$ cat src/design/rhc_pkg.sv
package rhc_pkg;

    localparam int DivNumW         = 18;
    localparam int DivDenW         = 10;
    localparam int DivQW           = 9;
    localparam int DivBitsPerStage = 3;
    localparam int LightNumW       = 14;
    localparam int LightRecip      = 10281;
    localparam int LightShift      = 20;
    localparam int LightProdW      = 28;

    typedef struct packed {
        logic [7:0] red;
        logic [7:0] green;
        logic [7:0] blue;
    } t_pix_in;

    typedef struct packed {
        logic [8:0] hue_deg;
        logic [6:0] sat_pct;
        logic [6:0] light_pct;
    } t_pix_out;

    typedef struct packed {
        logic [DivDenW-1:0] rem;
        logic [DivQW-1:0]   sh;
        logic [DivDenW-1:0] den;
    } t_div;

endpackage

$ cat src/design/rhc_div_step.sv
module rhc_div_step (
    input  rhc_pkg::t_div i_div,
    output rhc_pkg::t_div o_div
);

    // Each step shifts one dividend bit into the remainder and one quotient bit into sh.
    always_comb begin
        rhc_pkg::t_div              v;
        logic [rhc_pkg::DivDenW:0]  t;
        v = i_div;
        for (int k = 0; k < rhc_pkg::DivBitsPerStage; k++) begin
            t    = {v.rem, v.sh[rhc_pkg::DivQW-1]};
            v.sh = {v.sh[rhc_pkg::DivQW-2:0], 1'b0};
            if (t >= {1'b0, v.den}) begin
                t       = t - {1'b0, v.den};
                v.sh[0] = 1'b1;
            end
            v.rem = t[rhc_pkg::DivDenW-1:0];
        end
        o_div = v;
    end

endmodule

$ cat src/design/rgb_to_hsl_converter_top.sv
// Channel   Direction  Handshake          Word
// input     in         i_valid / o_stall  i_data  (red, green, blue)
// output    out        o_valid / i_stall  o_data  (hue_deg, sat_pct, light_pct)
//
// A word is accepted every cycle while o_stall is low; each result passes through registers r_s1 to r_s5.
// The pipeline depth is set by the two nine-bit restoring dividers, three bits per stage.
// Reset is synchronous and active low; it clears only the stage valid bits.
// A stall on the output fills empty stages first and then holds every word in place.
module rgb_to_hsl_converter_top (
    input  logic               i_clk,
    input  logic               i_rst_n,
    input  logic               i_valid,
    output logic               o_stall,
    input  rhc_pkg::t_pix_in   i_data,
    output logic               o_valid,
    input  logic               i_stall,
    output rhc_pkg::t_pix_out  o_data
);

    typedef enum logic [2:0] {
        SEL_RED   = 3'b001,
        SEL_GREEN = 3'b010,
        SEL_BLUE  = 3'b100
    } t_hue_sel;

    typedef struct packed {
        logic [7:0] red;
        logic [7:0] green;
        logic [7:0] blue;
        logic [7:0] delta;
        logic [8:0] sum;
        t_hue_sel   sel;
    } t_stage1;

    logic r_v1, r_v2, r_v3, r_v4, r_v5;
    logic en1, en2, en3, en4, en5;

    t_stage1                          r_s1, n_s1;
    rhc_pkg::t_div                    r_s2_hue, r_s2_sat, n_s2_hue, n_s2_sat;
    logic [rhc_pkg::LightNumW-1:0]    r_s2_light_x, n_s2_light_x;
    rhc_pkg::t_div                    r_s3_hue, r_s3_sat, n_s3_hue, n_s3_sat;
    rhc_pkg::t_div                    r_s4_hue, r_s4_sat, n_s4_hue, n_s4_sat;
    rhc_pkg::t_div                    r_s5_hue, r_s5_sat, n_s5_hue, n_s5_sat;
    logic [6:0]                       r_s3_light, r_s4_light, r_s5_light, n_s3_light;
    logic [rhc_pkg::LightProdW-1:0]   light_prod;

    assign en5     = !r_v5 || !i_stall;
    assign en4     = !r_v4 || en5;
    assign en3     = !r_v3 || en4;
    assign en2     = !r_v2 || en3;
    assign en1     = !r_v1 || en2;
    assign o_stall = !en1;

    always_comb begin
        logic [7:0] mx, mn;
        mx = i_data.red;
        mn = i_data.red;
        if (i_data.green > mx) mx = i_data.green;
        if (i_data.blue > mx)  mx = i_data.blue;
        if (i_data.green < mn) mn = i_data.green;
        if (i_data.blue < mn)  mn = i_data.blue;
        n_s1.red   = i_data.red;
        n_s1.green = i_data.green;
        n_s1.blue  = i_data.blue;
        n_s1.delta = mx - mn;
        n_s1.sum   = {1'b0, mx} + {1'b0, mn};
        priority if (i_data.red == mx) begin
            n_s1.sel = SEL_RED;
        end else if (i_data.green == mx) begin
            n_s1.sel = SEL_GREEN;
        end else begin
            n_s1.sel = SEL_BLUE;
        end
    end

    always_comb begin
        logic [rhc_pkg::DivNumW-1:0] rx, gx, bx, dx, num, hue_n, sat_n;
        logic [8:0]                  den_s;
        rx    = rhc_pkg::DivNumW'(r_s1.red);
        gx    = rhc_pkg::DivNumW'(r_s1.green);
        bx    = rhc_pkg::DivNumW'(r_s1.blue);
        dx    = rhc_pkg::DivNumW'(r_s1.delta);
        den_s = (r_s1.sum < 9'd255) ? r_s1.sum : 9'(10'd510 - {1'b0, r_s1.sum});
        unique case (r_s1.sel)
            SEL_RED: begin
                if (r_s1.green >= r_s1.blue) begin
                    num = 18'd60 * (gx - bx);
                end else begin
                    num = 18'd360 * dx - 18'd60 * (bx - gx);
                end
            end
            SEL_GREEN: num = 18'd120 * dx + 18'd60 * bx - 18'd60 * rx;
            SEL_BLUE:  num = 18'd240 * dx + 18'd60 * rx - 18'd60 * gx;
            default:   num = '0;
        endcase
        hue_n = {num[rhc_pkg::DivNumW-2:0], 1'b0} + dx;
        sat_n = 18'd200 * dx + rhc_pkg::DivNumW'(den_s);
        if (r_s1.delta == 8'd0) begin
            hue_n        = '0;
            sat_n        = '0;
            n_s2_hue.den = rhc_pkg::DivDenW'(1);
            n_s2_sat.den = rhc_pkg::DivDenW'(1);
        end else begin
            n_s2_hue.den = {1'b0, r_s1.delta, 1'b0};
            n_s2_sat.den = {den_s, 1'b0};
        end
        n_s2_hue.rem = rhc_pkg::DivDenW'(hue_n[rhc_pkg::DivNumW-1:rhc_pkg::DivQW]);
        n_s2_hue.sh  = hue_n[rhc_pkg::DivQW-1:0];
        n_s2_sat.rem = rhc_pkg::DivDenW'(sat_n[rhc_pkg::DivNumW-1:rhc_pkg::DivQW]);
        n_s2_sat.sh  = sat_n[rhc_pkg::DivQW-1:0];
        n_s2_light_x = 14'd20 * rhc_pkg::LightNumW'(r_s1.sum) + 14'd51;
    end

    assign light_prod = rhc_pkg::LightProdW'(r_s2_light_x)
                      * rhc_pkg::LightProdW'(rhc_pkg::LightRecip);
    assign n_s3_light = light_prod[rhc_pkg::LightShift+6:rhc_pkg::LightShift];

    rhc_div_step u_hue_st3 (.i_div(r_s2_hue), .o_div(n_s3_hue));
    rhc_div_step u_sat_st3 (.i_div(r_s2_sat), .o_div(n_s3_sat));
    rhc_div_step u_hue_st4 (.i_div(r_s3_hue), .o_div(n_s4_hue));
    rhc_div_step u_sat_st4 (.i_div(r_s3_sat), .o_div(n_s4_sat));
    rhc_div_step u_hue_st5 (.i_div(r_s4_hue), .o_div(n_s5_hue));
    rhc_div_step u_sat_st5 (.i_div(r_s4_sat), .o_div(n_s5_sat));

    always_ff @(posedge i_clk) begin
        if (!i_rst_n) begin
            r_v1 <= 1'b0;
            r_v2 <= 1'b0;
            r_v3 <= 1'b0;
            r_v4 <= 1'b0;
            r_v5 <= 1'b0;
        end else begin
            if (en1) r_v1 <= i_valid;
            if (en2) r_v2 <= r_v1;
            if (en3) r_v3 <= r_v2;
            if (en4) r_v4 <= r_v3;
            if (en5) r_v5 <= r_v4;
        end
    end

    always_ff @(posedge i_clk) begin
        if (en1) begin
            r_s1 <= n_s1;
        end
        if (en2) begin
            r_s2_hue     <= n_s2_hue;
            r_s2_sat     <= n_s2_sat;
            r_s2_light_x <= n_s2_light_x;
        end
        if (en3) begin
            r_s3_hue   <= n_s3_hue;
            r_s3_sat   <= n_s3_sat;
            r_s3_light <= n_s3_light;
        end
        if (en4) begin
            r_s4_hue   <= n_s4_hue;
            r_s4_sat   <= n_s4_sat;
            r_s4_light <= r_s3_light;
        end
        if (en5) begin
            r_s5_hue   <= n_s5_hue;
            r_s5_sat   <= n_s5_sat;
            r_s5_light <= r_s4_light;
        end
    end

    assign o_valid          = r_v5;
    assign o_data.hue_deg   = r_s5_hue.sh;
    assign o_data.sat_pct   = r_s5_sat.sh[6:0];
    assign o_data.light_pct = r_s5_light;

    a_div_den_nonzero: assert property (@(posedge i_clk) disable iff (!i_rst_n)
        r_v2 |-> (r_s2_hue.den != '0) && (r_s2_sat.den != '0))
        else $error("divider stage entered with a zero divisor");

    a_div_rem_bound: assert property (@(posedge i_clk) disable iff (!i_rst_n)
        r_v3 |-> (r_s3_hue.rem < r_s3_hue.den) && (r_s3_sat.rem < r_s3_sat.den))
        else $error("divider remainder not below divisor");

    a_out_range: assert property (@(posedge i_clk) disable iff (!i_rst_n)
        r_v5 |-> (o_data.hue_deg <= 9'd360) && (o_data.sat_pct <= 7'd100)
                 && (o_data.light_pct <= 7'd100))
        else $error("result word out of range");

    a_stall_full: assert property (@(posedge i_clk) disable iff (!i_rst_n)
        o_stall |-> r_v1 && r_v2 && r_v3 && r_v4 && r_v5)
        else $error("input stalled while a pipeline stage is empty");

endmodule
$ cat config.mk
export PLATFORM = sky130hd
export DESIGN_NAME = rgb_to_hsl_converter_top
export DESIGN_NICKNAME = d
export VERILOG_FILES = /design/src/design/rhc_pkg.sv /design/src/design/rhc_div_step.sv /design/src/design/rgb_to_hsl_converter_top.sv
export SDC_FILE = /design/constraint.sdc
export NUM_CORES = 1
export LEC_CHECK = 0
export ABC_CLOCK_PERIOD_IN_PS = 21400
export BUFFER_PORTS_ARGS = -buffer_cell sky130_fd_sc_hd__buf_2
export CORE_ASPECT_RATIO = 2
export CORE_MARGIN = 4
export CORE_UTILIZATION = 60
export CTS_CLUSTER_DIAMETER = 200
export CTS_CLUSTER_SIZE = 25
export DETAILED_ROUTE_END_ITERATION = 16
export PLACE_DENSITY = 0.83
export REMOVE_ABC_BUFFERS = 1
export SKIP_LAST_GASP = 1
export SLEW_MARGIN = 0
export SYNTH_ARGS = -nofsm -noshare
export SYNTH_HDL_FRONTEND = slang
export SYNTH_SLANG_ARGS = --single-unit
$ cat constraint.sdc
create_clock -name i_clk -period 21.4 [get_ports i_clk]
set_clock_uncertainty 0.2 [all_clocks]
set_input_delay 0 -clock i_clk [delete_from_list [all_inputs] [get_ports i_clk]]
set_output_delay 0 -clock i_clk [all_outputs]
set_load 0.01 [all_outputs]
==> reports/qor.json <==
{
  "synth_register_bits": {"value": 237},
  "number_of_top_level_design_ports": {"value": 53},
  "crit_top_cell": {"value": "sky130_fd_sc_hd__a21oi_1"},
  "synth.yosys.warnings": {"value": 0},
  "hold-worst-slack": {"value": 0.0939, "unit": "ns"},
  "worst_setup_path_start_kind": {"value": "register"},
  "setup_violations": {"value": 0},
  "ys_async_sr_fraction": {"value": 0},
  "detailed_placement_wirelength_estimate": {"value": 61900, "unit": "um"},
  "wire_per_inst": {"value": 18.5, "unit": "um"},
  "critical_path_class": {"value": "register to register"},
  "synth_seq_area_share": {"value": 0.231},
  "critical_path.n_buffers_inverters": {"value": 2},
  "fin_tns_setup": {"value": 0, "unit": "ns"},
  "final_hold_viol_count": {"value": 0},
  "clock-sinks": {"value": 237},
  "clk_root_buffer_cell": {"value": "sky130_fd_sc_hd__clkbuf_16"},
  "antennaDiodeCount": {"value": 0},
  "synth.top_cells.by_area": {"value": "sky130_fd_sc_hd__edfxtp_1, sky130_fd_sc_hd__ha_1, sky130_fd_sc_hd__fa_1"},
  "grt_first_pass_wirelength": {"value": 119000, "unit": "um"},
  "cts_tree": {"value": "yes"},
  "synthCells": {"value": 3213},
  "tritoncts.num_buffers": {"value": 13},
  "drcViolationCount": {"value": 0},
  "min_period": {"value": 8.42, "unit": "ns"},
  "synth_ff_type": {"value": "sky130_fd_sc_hd__edfxtp_1"},
  "synthDominantCellAreaShare": {"value": 0.228},
  "fin_crit_sh": {"value": 0.393},
  "drc_violation_total_after_the_first_tritonroute_iteration": {"value": 997},
  "run_status": {"value": "finished, final reports clean"},
  "unrepaired_setup_endpoints_after_global_routing": {"value": "false"},
  "starting_density_of_the_core": {"value": 0.608},
  "placement.setup.worst_slack": {"value": 13.04, "unit": "ns"},
  "postRouteAntennaNets": {"value": 0},
  "cts_resized": {"value": 0},
  "fp.dieArea": {"value": 54800, "unit": "um^2"},
  "grt_pass1_vias": {"value": 25200},
  "clkSlewWorstSetupHoldPaths": {"value": 0.10, "unit": "ns"},
  "synth_area_leader_cell": {"value": "sky130_fd_sc_hd__edfxtp_1"},
  "final-max-slew-violation-count": {"value": 0},
  "route.detailed.vias_per_inst": {"value": 6.00},
  "critical_path.max_stage_delay": {"value": 0.68, "unit": "ns"},
  "die_width": {"value": 168, "unit": "um"},
  "worst_tran_pin_value": {"value": 1.09, "unit": "ns"},
  "post-cts-setup-buffers": {"value": 0},
  "synth.avg_cell_area": {"value": 9.50, "unit": "um^2"},
  "rows": {"value": 116},
  "place_congestion": {"value": 0.977},
  "grt_max_degree": {"value": 60},
  "max-clock-path-buffers": {"value": 3},
  "floorplan.core_area": {"value": 50200, "unit": "um^2"},
  "path_max_fanout": {"value": 18},
  "drive_above_1_share": {"value": 0.0653},
  "synth.cell_area": {"value": 30500, "unit": "um^2"},
  "max_slew_margin": {"value": 0.272},
  "worst_ep_required_time": {"value": 21.45, "unit": "ns"},
  "clock_tree.htree_level_count": {"value": 1},
  "route.vias.total": {"value": 23700},
  "most_common_library_cell_in_the_layout_ignoring_fill_and_taps": {"value": "sky130_fd_sc_hd__ha_1"},
  "timing.critical_path.arrival": {"value": 8.47, "unit": "ns"},
  "crit_family": {"value": "compound AO/OA/AOI/OAI gates"},
  "critical_path.endpoint_type": {"value": "register"},
  "first_pass_iters": {"value": 5},
  "fin_ws": {"value": 12.99, "unit": "ns"},
  "maxCapViolations": {"value": 0},
  "layout_common_cells": {"value": "sky130_fd_sc_hd__ha_1, sky130_fd_sc_hd__inv_1, sky130_fd_sc_hd__a21oi_1, sky130_fd_sc_hd__edfxtp_1, sky130_fd_sc_hd__nor2_1"},
  "worst_skew_pair.late_latency": {"value": 0.51, "unit": "ns"},
  "maximum_achievable_frequency": {"value": 0.119, "unit": "GHz"},
  "synthToLayoutAreaGrowth": {"value": 5.47, "unit": "%"},
  "hold_path_class": {"value": "primary input to register"},
  "totalWireLength": {"value": 72800, "unit": "um"},
  "antenna_found_initial": {"value": 0},
  "die_height": {"value": 327, "unit": "um"},
  "io_buffers": {"value": 52},
  "overflow": {"value": 0},
  "crit_path_top_delay_cell": {"value": "sky130_fd_sc_hd__a31oi_2"},
  "grt_usage": {"value": 0.264},
  "yosys.cell_types.count": {"value": 96},
  "finalNetCount": {"value": 3997},
  "synth-edff-count": {"value": 232}
}
[worst register-to-register path: cells and delay by family (launching register included)]
kind	cells	cell delay [ns]
compound gates	19	4.36
fa+ha+maj	3	0.76
buf+inv	2	0.49
flops	1	0.50
mux	2	0.84
simple gates	5	1.03
[routing by layer]
| metal | GRT usage | part of all wire | routed length [um] |
|---|---|---|---|
| met1 | 0.227 | 0.32 | 23100 |
| met2 | 0.535 | 0.56 | 41100 |
| met3 | 0.0203 | 0.022 | 1640 |
| met4 | 0.209 | 0.096 | 7030 |
| met5 | 0 | 0 | 0 |
[cells in the mapped netlist, types with 42 or more instances]
| cell type | count |
|---|---|
| sky130_fd_sc_hd__nor3_1 | 55 |
| sky130_fd_sc_hd__xor2_1 | 88 |
| sky130_fd_sc_hd__edfxtp_1 | 232 |
| sky130_fd_sc_hd__o21ai_0 | 109 |
| sky130_fd_sc_hd__inv_1 | 454 |
| sky130_fd_sc_hd__ha_1 | 527 |
| sky130_fd_sc_hd__xnor2_1 | 177 |
| sky130_fd_sc_hd__o21bai_1 | 42 |
| sky130_fd_sc_hd__nand2_1 | 114 |
| sky130_fd_sc_hd__mux2_2 | 85 |
| sky130_fd_sc_hd__a21oi_1 | 233 |
| sky130_fd_sc_hd__nor2_1 | 219 |
| sky130_fd_sc_hd__a21o_1 | 92 |
| sky130_fd_sc_hd__fa_1 | 154 |
| sky130_fd_sc_hd__nor2b_1 | 58 |
[cells by family after synthesis]
| group | share of synthesized area |
|---|---|
| AO/OA/AOI/OAI | 0.153 |
| XOR/XNOR | 0.0760 |
| adder cells (fa/ha/maj) | 0.317 |
| buffers and inverters | 0.0606 |
| flip-flops | 0.231 |
| multiplexers | 0.0510 |
| AND/OR/NAND/NOR | 0.111 |
[per-stage QoR]
stage | instances | cell area, um^2 | utilization
global placement | 3893 | 31600 | 0.628
finish | 3941 | 32200 | 0.641
CTS | 3941 | 32200 | 0.641
floorplan | 3184 | 30400 | -
detailed placement | 3893 | 31600 | 0.628
global route | 3941 | 32200 | 0.641
[path summary, 6_finish.rpt]
path,startpoint,end,slack (ns),cells after the start
worst max-delay path,r_s3_hue[13],r_s4_sat[21],12.99,31
worst min-delay path,i_data[21],r_s1[41],0.09,2
worst max register to register,r_s3_hue[13],r_s4_sat[21],12.99,31
worst min register to register,r_s4_hue[11],o_data[18],0.22,0
[final cells by class]
class / count / area (um^2)
timing repair buffer: 89 / 611
multi-input combinational: 2487 / 21600
clock inverter: 2 / 25.0
tap: 649 / 812
inverter: 460 / 1730
sequential: 237 / 7070
clock buffer: 17 / 340
fill: 4137 / 18000
[registers in the layout, indices dropped and copies added (netlist names), 12 cells and up]
register and count:
o_data 16, r_s1 43, r_s2_hue 23, r_s2_light_x 12, r_s2_sat 23, r_s3_hue 24, r_s3_sat 23, r_s4_hue 24
r_s4_sat 23
[timing repair]
action	CTS	global route
hold endpoints to repair	32	0
hold buffers	29	0
setup endpoints to repair	0	0
Power is not shown: default switching activity piles up to over one toggle a cycle in this logic, so the estimate is an artifact.
